**config.mk**
```make
export PLATFORM = sky130hd
export DESIGN_NAME = parc_queue
export DESIGN_NICKNAME = d
export VERILOG_FILES = /design/src/design/parc_pkg.sv /design/src/design/parc_queue.sv
export VERILOG_INCLUDE_DIRS = /design/src /design/src/design
export SDC_FILE = /design/constraint.sdc
export NUM_CORES = 1
export LEC_CHECK = 0
export BUFFER_PORTS_ARGS = -buffer_cell sky130_fd_sc_hd__buf_4
export CAP_MARGIN = 10
export CORE_MARGIN = 10
export CORE_UTILIZATION = 30
export DETAILED_ROUTE_END_ITERATION = 8
export GPL_ROUTABILITY_DRIVEN = 0
export SLEW_MARGIN = 40
export SYNTH_ARGS = -nofsm -noshare
export SYNTH_HDL_FRONTEND = slang
export SYNTH_SLANG_ARGS = --single-unit
```
**constraint.sdc**
```tcl
create_clock -name i_clk -period 17 [get_ports i_clk]
set_clock_uncertainty 0.05 [all_clocks]
set_input_delay 0 -clock i_clk [delete_from_list [all_inputs] [get_ports i_clk]]
set_output_delay 0 -clock i_clk [all_outputs]
set_load 0.01 [all_outputs]
```
**src/design/polyline_arc_resampler_core_assert.svh**
```systemverilog
// Assertion macros used by the resampler command queue.
`ifndef POLYLINE_ARC_RESAMPLER_CORE_ASSERT_SVH
`define POLYLINE_ARC_RESAMPLER_CORE_ASSERT_SVH

// Checked outside reset only.
`define PARC_ASSERT(lbl, prop, msg) \
    lbl: assert property (@(posedge i_clk) disable iff (!i_rst_n) prop) \
        else $error(msg);

// Checked at every edge, reset included.
`define PARC_ASSERT_ALWAYS(lbl, prop, msg) \
    lbl: assert property (@(posedge i_clk) prop) else $error(msg);

`endif

```
**src/design/parc_pkg.sv**
```systemverilog
// Types and constants shared by the polyline arc resampler.
package parc_pkg;

    localparam int CoordW     = 32;
    localparam int SpacingW   = 24;
    localparam int PosW       = 48;
    localparam int SegW       = 33;
    localparam int SqW        = 66;
    localparam int CountW     = 6;
    localparam int QueueDepth = 2;

    localparam logic [SpacingW-1:0] SpacingReset = 24'd256;

    typedef struct packed {
        logic signed [CoordW-1:0] vertex_x;
        logic signed [CoordW-1:0] vertex_y;
        logic                     first_vertex;
        logic                     final_vertex;
    } t_vertex;

    typedef struct packed {
        logic signed [CoordW-1:0] point_x;
        logic signed [CoordW-1:0] point_y;
        logic                     run_end;
        logic                     line_end;
        logic                     overflow;
    } t_point;

    // One classified vertex, handed from front to back.
    typedef struct packed {
        logic                first;
        logic                fin;
        logic                ovf;
        logic [CountW-1:0]   count;
        logic [CoordW-1:0]   vert_x;
        logic [CoordW-1:0]   vert_y;
        logic [CoordW-1:0]   prev_x;
        logic [CoordW-1:0]   prev_y;
        logic                neg_x;
        logic                neg_y;
        logic [CoordW-1:0]   abs_x;
        logic [CoordW-1:0]   abs_y;
        logic [SegW-1:0]     seg;
        logic [SegW-1:0]     gap;
        logic [SpacingW-1:0] spacing;
    } t_cmd;

endpackage

```
**src/design/parc_queue.sv**
```systemverilog
// Short command queue between front and back.
`include "polyline_arc_resampler_core_assert.svh"
module parc_queue (
    input  logic           i_clk,
    input  logic           i_rst_n,
    input  logic           i_push,
    output logic           o_full,
    input  parc_pkg::t_cmd i_data,
    output logic           o_empty,
    input  logic           i_pop,
    output parc_pkg::t_cmd o_data
);

    localparam int D  = parc_pkg::QueueDepth;
    localparam int AW = (D > 1) ? $clog2(D) : 1;
    localparam int CW = $clog2(D + 1);

    parc_pkg::t_cmd r_mem [D];
    logic [AW-1:0]  r_wr, r_rd;
    logic [CW-1:0]  r_count;
    logic           do_push, do_pop;

    assign o_full  = (r_count == CW'(D));
    assign o_empty = (r_count == '0);
    assign do_push = i_push && !o_full;
    assign do_pop  = i_pop && !o_empty;
    assign o_data  = r_mem[r_rd];

    always_ff @(posedge i_clk) begin
        if (do_push) begin
            r_mem[r_wr] <= i_data;
        end
    end

    always_ff @(posedge i_clk) begin
        if (!i_rst_n) begin
            r_wr    <= '0;
            r_rd    <= '0;
            r_count <= '0;
        end else begin
            if (do_push) begin
                r_wr <= (r_wr == AW'(D - 1)) ? '0 : r_wr + AW'(1);
            end
            if (do_pop) begin
                r_rd <= (r_rd == AW'(D - 1)) ? '0 : r_rd + AW'(1);
            end
            if (do_push && !do_pop) begin
                r_count <= r_count + CW'(1);
            end else if (do_pop && !do_push) begin
                r_count <= r_count - CW'(1);
            end
        end
    end

    `PARC_ASSERT_ALWAYS(a_count_max, (!i_rst_n || r_count <= CW'(D)), "queue overfilled")
    `PARC_ASSERT(a_push_grows, (do_push && !do_pop) |=> (r_count == $past(r_count) + CW'(1)), "push lost")
    `PARC_ASSERT(a_pop_shrinks, (do_pop && !do_push) |=> (r_count == $past(r_count) - CW'(1)), "pop lost")

endmodule

```
### After elaboration in Yosys (flattened, before gate mapping)

Memory sizes are Yosys's and may differ from the RTL's. A register that Yosys moved wholly into a read port is not among the register bits.
Index checks and enable logic that the tools add are counted.

| word-level totals | value |
|---|---|
| register bits after elaboration | 4 |
| bits in writable memories | 586 |
| logic and storage cells | 27 |
| memory bits (read-only) | 0 |
| memories kept | 1 |
| input bits | 297 |
| latch bits | 0 |

Memories:

| memory | depth | bits a word | read ports | clocked after memory_dff | wr ports | line | RTL |
|---|---|---|---|---|---|---|---|
| r_mem | 2 | 293 | 1 | 1 | 1 | parc_queue.sv:18 | `parc_pkg::t_cmd r_mem [D];` |

| operators by class | value |
|---|---|
| multiply operators | 0 |
| div/mod/pow operators | 0 |
| muxes and demuxes | 8 |
| bitwise logic cells | 0 |
| eq/ne operators | 1 |
| reductions and logical operators | 10 |
| $lt $le $gt $ge | 0 |
| shift operators | 0 |
| $add $sub $neg | 4 |

Operator list:

| cell | count |
|---|---|
| $mux 1 | 6 |
| $logic_and 1x1->1 | 4 |
| $logic_not 1->1 | 4 |
| $mux 2 | 2 |
| $add 1x1->1 const B | 2 |
| $add 2x1->2 const B | 1 |
| $eq 2x2->1 const B | 1 |
| $logic_not 2->1 | 1 |
| $reduce_bool 2->1 | 1 |
| $sub 2x1->2 const B | 1 |

### Logic depth before layout (Yosys ltp)

Gate-level depths: netlist of run 1.

| logic depth | value |
|---|---|
| depth after elaboration | 7 |
| mapped depth | 7 |

### Worst setup path before layout of run 1

No wires, ideal clock.

| timing path | value |
|---|---|
| path type | register to register |
| start | reg r_count[0] |
| end | reg r_wr |
| library setup time | 110 ps |
| slack | 4272 ps |
| data arrival time | 12568 ps |
| buffers on the path | 0 |
| stages on the path, launching flop included | 5 |
| cells stage by stage | dfxtp_1 -> nand2b_1 -> inv_1 -> nor3_2 -> o21a_1 |

| on the way | value |
|---|---|
| cells in the longest elaborated chain, start to end | 3 |

Ends and longest elaborated chain:

| item | line | RTL |
|---|---|---|
| from (decl) | parc_queue.sv:20 | `logic [CW-1:0] r_count;` |
| from (signal assigned) | parc_queue.sv:48 | `r_count <= r_count + CW'(1);` |
| from (signal assigned) | parc_queue.sv:50 | `r_count <= r_count - CW'(1);` |
| $eq 2x2->1 | parc_queue.sv:23 | `assign o_full = (r_count == CW'(D));` |
| net o_full | parc_queue.sv:7 | `output logic o_full,` |
| $logic_not 1->1 | parc_queue.sv:25 | `assign do_push = i_push && !o_full;` |
| $logic_and 1x1->1 | parc_queue.sv:25 |  |
| to (signal assigned) | parc_queue.sv:42 | `r_wr <= (r_wr == AW'(D - 1)) ? '0 : r_wr + AW'(1);` |
| to (decl) | parc_queue.sv:19 | `logic [AW-1:0] r_wr, r_rd;` |

The timed path passes the listed nets, and every way through them passes these cells.
A chain may end at the register's enable or synchronous reset.

==> results of run 1 <==
[state kept, by name, summed over array words and instances (netlist names), named ones only]
| register | flops |
|---|---|
| r_count | 2 |
| r_mem | 586 |
| r_rd | 1 |
| r_wr | 1 |
[layout make-up]
type                            instances  area share
Sequential cell                       591      0.5369
Timing Repair Buffer                  901      0.2297
Multi-Input combinational cell        311      0.1350
Clock buffer                           81     0.05309
Tap cell                              969     0.03677
Clock inverter                         32    0.008121
Inverter                                2   0.0002277
Antenna cell                            3   0.0002277
[critical path: cells and delay by family, from the launching register on]
| family | cells | cell delay, ns |
|---|---|---|
| muxes | 1 | 0.36 |
| DFF | 1 | 0.78 |
| buffers and inverters | 4 | 2.03 |
[power by group through the flow]
stage | Clock, W | Sequential [W] | Combinational, W
after CTS | 0.00138 | 0.00190 | 0.00140
after floorplan | 0 | 0.00198 | 0.000802
final | 0.00133 | 0.00190 | 0.00137
after global routing | 0.00144 | 0.00191 | 0.00146
after global placement | 0 | 0.00192 | 0.00132
after detailed placement | 0 | 0.00193 | 0.00134
[per-stage QoR]
| stage | power (W) | util |
|---|---|---|
| 2_1_floorplan | 0.002778 | - |
| 3_3_place_gp | 0.003247 | 0.3749 |
| 3_5_place_dp | 0.003265 | 0.3756 |
| 4_1_cts | 0.004686 | 0.4427 |
| 5_1_grt | 0.004818 | 0.4429 |
| 6_report | 0.004605 | 0.4429 |
[cell usage after synthesis (all sizes together)]
cell type and n:
a21boi 2, and2 3, and3 1, buf 33
dfxtp 5, edfxtp 586, ha 1, inv 2
mux2 293, nand2b 1, nor2 2, nor3 1
o21a 1, o21ai 2, or3 1, xnor2 2
xor2 1
[per-layer routing]
layer | global-route usage | up-vias | wire length [um]
li1 | - | 5626 | -
met1 | 0.1367 | 5993 | 21210
met2 | 0.2262 | 463 | 29530
met3 | 0.05814 | 102 | 5863
met4 | 0.04953 | 10 | 1698
met5 | 0 | - | 73
[final timing paths]
kind | from | to | cells past startpoint
max | flop | o_data[6] | 5
min | i_data[255] | r_mem[1][255] | 2
max reg2reg | r_count[0] | r_mem[1][44] | 4
min reg2reg | r_count[1] | r_count[1] | 2
[kinds of logic (layout without fill, tap and decap cells)]
kind of cell | after synthesis | in the layout | share of synthesized area
AND/OR/NAND/NOR | 9 | 9 | 0.002442
adder cells (fa/ha/maj) | 1 | 1 | 0.0005547
flip-flops | 591 | 591 | 0.7847
AO/OA/AOI/OAI | 5 | 5 | 0.001442
XOR/XNOR | 3 | 3 | 0.001165
other | 0 | 3 | 0
buffers and inverters | 35 | 1016 | 0.01847
multiplexers | 293 | 293 | 0.1912
[repair_timing]
item	4_1_cts	5_1_grt
gates resized for setup	0	0
endpoints found under the hold margin	598	0
hold buffers	297	0
==> run metrics, run 1 <==
status=complete, no violations; layout cells sized above 1=0.5130; post-layout min period=4.079 ns; final hold vios=0; crit-path cells=buf_6, buf_6, buf_6, mux2_4, buf_4; row count=100; post-synth top area share=0.7802; Cell Pwr Density=139.7 nW/um^2; Synthesis Warnings=0; Critical Path Sink Type=output port; finished layout cell area=32,970 um^2; setup TNS=0 ns; crit-path max FO=60; routed via count=12,190; fin worst setup slack=12.92 ns; Worst path most repeated cell=buf_6; drt drc=0; Iter 0 DRT Violations=566; ranking of synthesized cells by area=edfxtp_1 (78%), mux2_4 (18%), mux2_2 (1.1%); Avg Synthesized Cell Area=24.07 um^2; NumNets Final=2,172; Post-Syn Area=22,550 um^2; CTS tree=yes; FMAX=245.2 MHz; Startpoint Class=flop; sequential cell area=17,700 um^2; total routed wirelength=58,380 um; via density per instance=4.219; Total Routing Usage GR=0.1301; hold slack=0.07953 ns; area taken by multi-input logic gates=4451 um^2; die height=294.2 um; worst slack, placed=13.32 ns; placement-stage cell area=27,960 um^2; Placed Cells=2,477; Initial Utilization=0.3029; clock slew at reported path FFs=0.07 ns; critical path class=flop to output port; root buffer cell=clkbuf_16; I/O Pins=592; sequential area share after synthesis=0.7847; Worst VDD drop=0.08683 mV; vias in the first global route=13,920; RSZ-0062 raised after global routing=false; WP data arrival=4.03 ns; most frequent cells in the layout=buf_4 (593), edfxtp_1 (586), dlygate4sd3_1 (297), mux2_4 (270), clkbuf_16 (68); #FFs+latches synth=591; Critical-path top delay cell=dfxtp_4; reg2reg setup slack=13.89 ns; CP peak stage delay=0.78 ns; Static Leak=12.75 nW; clock buffer depth=3; Net Switching=0.001256 W; required time worst endpoint=16.95 ns; worst slew pin tran=0.8159 ns; 1st-pass router iterations=4; Hold WC Path Type=input pin to flop; Routed Antenna Nets=0; first-pass GRT wire length=86,250 um; Max Cap Viol=0; post-detail-place hpwl=40,340 um; CTS sink cnt=591; worst-skew pair later-pin latency=0.60 ns; most common cell after layout, fill and taps aside=buf_4; Non-Filler Instances=2,890; die area=86,540 um^2; Post-CTS Repair Setup Buffers=0; Logic pwr share=0.298; CTS buffer count=67; initial antenna violation count=8; max-slew violations=0; Port Buffers=591; core area=74,450 um^2; Routed WL per cell=20.20 um; H-tree levels=3; Post-Syn Nets=1,235; power share of the clock group=0.290; cell taking the most area after synthesis=edfxtp_1; fillers=6,355; Int Power=0.003349 W; largest net degree at the start of global routing=96; Sw Share=0.2728; Seq pwr share=0.412; Layout area overhead=46.19%; Rel. slew slack=0.4561; global route overflow=0; Yosys cell types=23; Mapped Cells=937; # setup viols final=0; final worst path period share=0.2399; Die W=294.2 um
(Power assumes the default switching activity.)
==> run 2, diff against run 1 <==
==> constraint.sdc (replaced) <==
create_clock -name i_clk -period 4.16 [get_ports i_clk]
set_clock_uncertainty 0.05 [all_clocks]
set_input_delay 0 -clock i_clk [delete_from_list [all_inputs] [get_ports i_clk]]
set_output_delay 0 -clock i_clk [all_outputs]
set_load 0.01 [all_outputs]
==> run 2 against run 1 <==
Die area is the same; sequential share of layout area shrank 0.47 points; clock power grew to 4.0 times the previous value; register-to-register slack lost 12 ns; first-iteration DRC count shrank 17%; combinational power grew to 4.3 times the previous value; design area grew 0.88%.
==> run metrics, run 2 (synthesis gave the netlist of run 1 again) <==
final core occ=0.4468 (+0.003916); Largest Register=r_mem; RSZ-0062 raised after global routing=false; Worst path most repeated cell=buf_12; post-layout min period=2.522 ns; Iter 0 DRT Violations=472 (-17%); total routed wirelength=57,640 um (-1.3%); Tot Pwr=0.01890 W (+310%); delay-heaviest family, CP=buffers and inverters; max reg flops=586 (unchanged); Rel. slew slack=0.4736 (+0.01746); CTS tree=yes; Layout area overhead=47.48%; worst-skew pair later-pin latency=0.60 ns (about the same); Cell Pwr Density=568.3 nW/um^2 (+310%); 1st-pass router iterations=4 (unchanged); max-slew violations=0 (unchanged); Worst VDD drop=0.3602 mV (+310%); Critical-path top delay cell=dfxtp_4; CTS buffer count=61 (-9.0%); fillers=6,320 (-0.55%); NumNets Final=2,198 (+1.2%); leading registers by flop count=r_mem: 586 flops, r_count: 2 flops; post-cts gate resize count=0 (unchanged); Startpoint Class=flop; Port Buffers=591 (unchanged); Die W=294.2 um (unchanged); routed via count=12,180 (-0.12%); worst slew pin tran=0.7871 ns (-0.02875 ns); # setup viols final=0 (unchanged); initial antenna violation count=8 (unchanged); post-detail-place hpwl=40,590 um (+0.63%); required time worst endpoint=4.11 ns (-12.84 ns); core area=74,450 um^2 (unchanged); die area=86,540 um^2 (unchanged); crit-path cells=buf_12, buf_12, mux2_2, buf_4; die height=294.2 um (unchanged); Initial Utilization=0.3029 (unchanged); critical path class=flop to output port; clock buffer depth=3 (unchanged); crit-path max FO=62 (+3.3%); CTS sink cnt=591 (unchanged); Critical Path Sink Type=output port; final worst path period share=0.6063; most common cell after layout, fill and taps aside=buf_4; row count=100 (unchanged); WP data arrival=2.47 ns (-1.56 ns); FMAX=396.5 MHz; Max Cap Viol=0 (unchanged); H-tree levels=2 (-1); CP peak stage delay=0.58 ns (-0.20 ns); Routed WL per cell=19.75 um (-2.2%); status=complete, no violations; Routed Antenna Nets=0 (unchanged); root buffer cell=clkbuf_16; vias in the first global route=13,810 (-0.73%); Total Routing Usage GR=0.1277 (-0.002440); via density per instance=4.174 (-1.1%); global route overflow=0 (unchanged); final hold vios=0 (unchanged); WP buf/inv=3 (-1); clock slew at reported path FFs=0.06 ns (about the same); first-pass GRT wire length=85,280 um (-1.1%); I/O Pins=592 (unchanged); most frequent cells in the layout=buf_4 (624), edfxtp_1 (586), dlygate4sd3_1 (297), mux2_4 (270), clkbuf_16 (63); drt drc=0 (unchanged); layout cells sized above 1=0.5249 (+0.01188); largest net degree at the start of global routing=91 (-5.2%); Static Leak=12.91 nW (+1.3%); Hold WC Path Type=input pin to flop
run 2: where the power goes:
part           leakage (nW)  switching (W)  total, W  internal (W)
combinational          6.43        0.00265   0.00583       0.00318
clock                 0.963        0.00219   0.00538       0.00319
sequential             5.51       0.000215   0.00769       0.00747
total                  12.9        0.00506    0.0189        0.0138
run 2: layer usage:
layer,GRT usage,routed length [um],up-vias
li1,-,-,5677
met1,0.1393,21400,5958
met2,0.2218,29070,441
met3,0.05867,5880,91
met4,0.03273,1200,12
met5,0,82,-
run 2: through the flow:
stage                     cell area, um^2  setup WS [ns]  instances  setup TNS, ns  hold WS (ns)
after floorplan                     22570         -3.853        937       -1252.58       0.04887
after detailed placement            28290          1.906       2508              0        0.1377
after CTS                           33240          1.438       2915              0       0.01566
after global routing                33260          1.490       2916              0       0.03673
final                               33260          1.638       2918              0       0.07148
after global placement              28270          1.915       2507              0        0.1347
run 2: final cells by class:
class	count	area (um^2)	area share
timing repair buffer	933	7898	0.2374
clock buffer	77	1629	0.04898
inverter	2	10.01	0.0003009
antenna	2	5.005	0.0001505
tap	969	1212	0.03645
multi-input combinational	311	4458	0.1340
clock inverter	33	347.8	0.01046
sequential	591	17700	0.5322
run 2: repair_timing:
| item | CTS | global route |
|---|---|---|
| setup buffers | 0 | 0 |
| hold buffers | 297 | 0 |
| hold endpoints to repair | 604 | 0 |
run 2: path summary, 6_finish.rpt:
kind | slack (ns) | depth (start not counted) | from | to
setup / recovery | 1.64 | 4 | flop | o_data[288]
hold / removal | 0.07 | 2 | i_data[223] | r_mem[0][223]
setup reg to reg | 1.88 | 6 | r_count[0] | r_wr
hold reg to reg | 0.53 | 2 | r_count[1] | r_count[1]
==> run 3, diff against run 2 <==
==> constraint.sdc (replaced) <==
create_clock -name i_clk -period 2.5 [get_ports i_clk]
set_clock_uncertainty 0.05 [all_clocks]
set_input_delay 0 -clock i_clk [delete_from_list [all_inputs] [get_ports i_clk]]
set_output_delay 0 -clock i_clk [all_outputs]
set_load 0.01 [all_outputs]
==> run 3 against run 2 <==
Design area increased by 0.12%; global-route usage grew 0.12 points; combinational power grew 68%; sequential power grew 66%; first-iteration DRC count is 20% higher; wire length up 0.47%; largest power group unchanged; highest routed layer unchanged; via count up 1.5%; die area unchanged; critical path depth unchanged; clock-buffer cell count shrank 4; largest cell class unchanged.
==> run metrics, run 3 (synthesis gave the netlist of run 1 again) <==
RSZ-0062 raised after global routing=false; post-detail-place hpwl=40,370 um (-0.56%); Critical Path Sink Type=output port; H-tree levels=2 (unchanged); clock buffer depth=3 (unchanged); final hold vios=0 (unchanged); CTS sink cnt=591 (unchanged); total routed wirelength=57,910 um (+0.47%); Static Leak=12.91 nW (about the same); Total Routing Usage GR=0.1288 (+0.001150); # setup viols final=0 (unchanged); Cell Pwr Density=937.1 nW/um^2 (+65%); required time worst endpoint=2.45 ns (-1.66 ns); CTS buffer count=61 (unchanged); reg2reg setup slack=0.36 ns (-1.52 ns); fin worst setup slack=0.3340 ns (-1.304 ns); FMAX=461.7 MHz; die height=294.2 um (unchanged); Post-CTS Repair Setup Buffers=0 (unchanged); status=complete, no violations; post-cts gate resize count=0 (unchanged); initial antenna violation count=10 (+2); crit-path max FO=21 (-66%); Largest Register=r_mem; Layout area overhead=47.66%; most frequent cells in the layout=buf_4 (611), edfxtp_1 (586), dlygate4sd3_1 (306), mux2_4 (270), clkbuf_16 (63); WP data arrival=2.12 ns (-0.35 ns); critical path class=flop to output port; Port Buffers=591 (unchanged); Net Switching=0.008456 W (+67%); worst slack, placed=0.5811 ns (-1.325 ns); Routed Antenna Nets=0 (unchanged); via density per instance=4.228 (+1.3%); final worst path period share=0.8664; RR Startpoint=r_count[0]; final core occ=0.4473 (+0.0005210); most common cell after layout, fill and taps aside=buf_4; I/O Pins=592 (unchanged); core area=74,450 um^2 (unchanged); Routed WL per cell=19.81 um (+0.30%); Worst VDD drop=0.6440 mV (+79%); max reg flops=586 (unchanged); placement-stage cell area=28,310 um^2 (about the same); row count=100 (unchanged); Seq pwr share=0.409 (+0.002); Critical Path Sink=o_data[278]; first-pass GRT wire length=85,700 um (+0.49%); power share of the clock group=0.277 (-0.008); worst hold stages=2 (unchanged); Hold WC Path Type=input pin to flop; Logic pwr share=0.314 (+0.006); largest net degree at the start of global routing=99 (+8.8%); die area=86,540 um^2 (unchanged); worst slew pin tran=0.6342 ns (-0.1529 ns); post-layout min period=2.166 ns; Die W=294.2 um (unchanged); vias in the first global route=13,820 (+0.029%); 1st-pass router iterations=4 (unchanged); layout cells sized above 1=0.5215 (-0.003394); clock slew at reported path FFs=0.06 ns (about the same); Sw Share=0.2710 (+0.003078); NumNets Final=2,199 (+0.045%); max-slew violations=0 (unchanged); fillers=6,349 (+0.46%); global route overflow=0 (unchanged); Rel. slew slack=0.5772 (+0.1036); r2r endpoint=r_wr; FF-to-FF path depth=6 (unchanged); CTS tree=yes; Initial Utilization=0.3029 (unchanged); hold slack=0.05522 ns (-0.01625 ns); drt drc=0 (unchanged); worst-skew pair later-pin latency=0.61 ns (about the same); routed via count=12,360 (+1.5%); Iter 0 DRT Violations=567 (+20%); root buffer cell=clkbuf_16; Startpoint Class=flop; Int Power=0.02275 W (+64%); Max Cap Viol=0 (unchanged); leading registers by flop count=r_mem: 586 flops, r_count: 2 flops; finished layout cell area=33,300 um^2 (+0.12%)
run 3: power by group through the flow:
stage	Combinational, W	Clock, W	Sequential [W]
3_3_place_gp	0.00953	0	0.0129
3_5_place_dp	0.00957	0	0.0130
2_1_floorplan	0.00543	0	0.0131
4_1_cts	0.0100	0.00894	0.0128
5_1_grt	0.0104	0.00935	0.0129
6_report	0.00981	0.00864	0.0128
run 3: area by class of cell:
type	count	area (um^2)	area share
Antenna cell	2	5.005	0.0001503
Sequential cell	591	17700	0.5316
Tap cell	969	1212	0.03641
Clock inverter	41	309.0	0.009280
Clock buffer	73	1614	0.04847
Inverter	2	10.01	0.0003006
Timing Repair Buffer	934	7990	0.2399
Multi-Input combinational cell	311	4458	0.1339
run 3: worst min-delay path by stage:
stage | from | to | slack (ns)
after CTS | i_data[267] | r_mem[0][267] | 0.0005
final | i_data[269] | r_mem[0][269] | 0.06
after global routing | i_data[252] | r_mem[1][252] | 0.02
after floorplan | i_data[0] | r_mem[0][0] | 0.05
after global placement | i_data[230] | r_mem[1][230] | 0.13
after detailed placement | i_data[259] | r_mem[0][259] | 0.14
run 3: critical path, stage by stage, from the launching register on:
cell and delay [ns]:
dfxtp_4 0.40, buf_12 0.20, buf_4 0.36, mux2_2 0.39
buf_4 0.15
run 3: per-stage QoR:
stage | TNS [ns] | std cells | total power [W]
detailed placement | 0 | 2501 | 0.02253
CTS | 0 | 2921 | 0.03174
floorplan | -2227.00 | 937 | 0.01853
global route | 0 | 2922 | 0.03265
finish | 0 | 2923 | 0.03121
global placement | 0 | 2501 | 0.02242
run 3: timing repair:
| item | 4_1_cts | 5_1_grt |
|---|---|---|
| hold buffers | 306 | 0 |
| endpoints found under the hold margin | 597 | 0 |
| endpoints found under the setup margin | 0 | 0 |
run 3: metal layers:
| metal | part of all wire | vias up | GRT usage |
|---|---|---|---|
| met3 | 0.10 | 110 | 0.05596 |
| met2 | 0.50 | 480 | 0.2231 |
| li1 | - | 5681 | - |
| met1 | 0.37 | 6073 | 0.1400 |
| met5 | 0.0015 | - | 0 |
| met4 | 0.028 | 14 | 0.04132 |
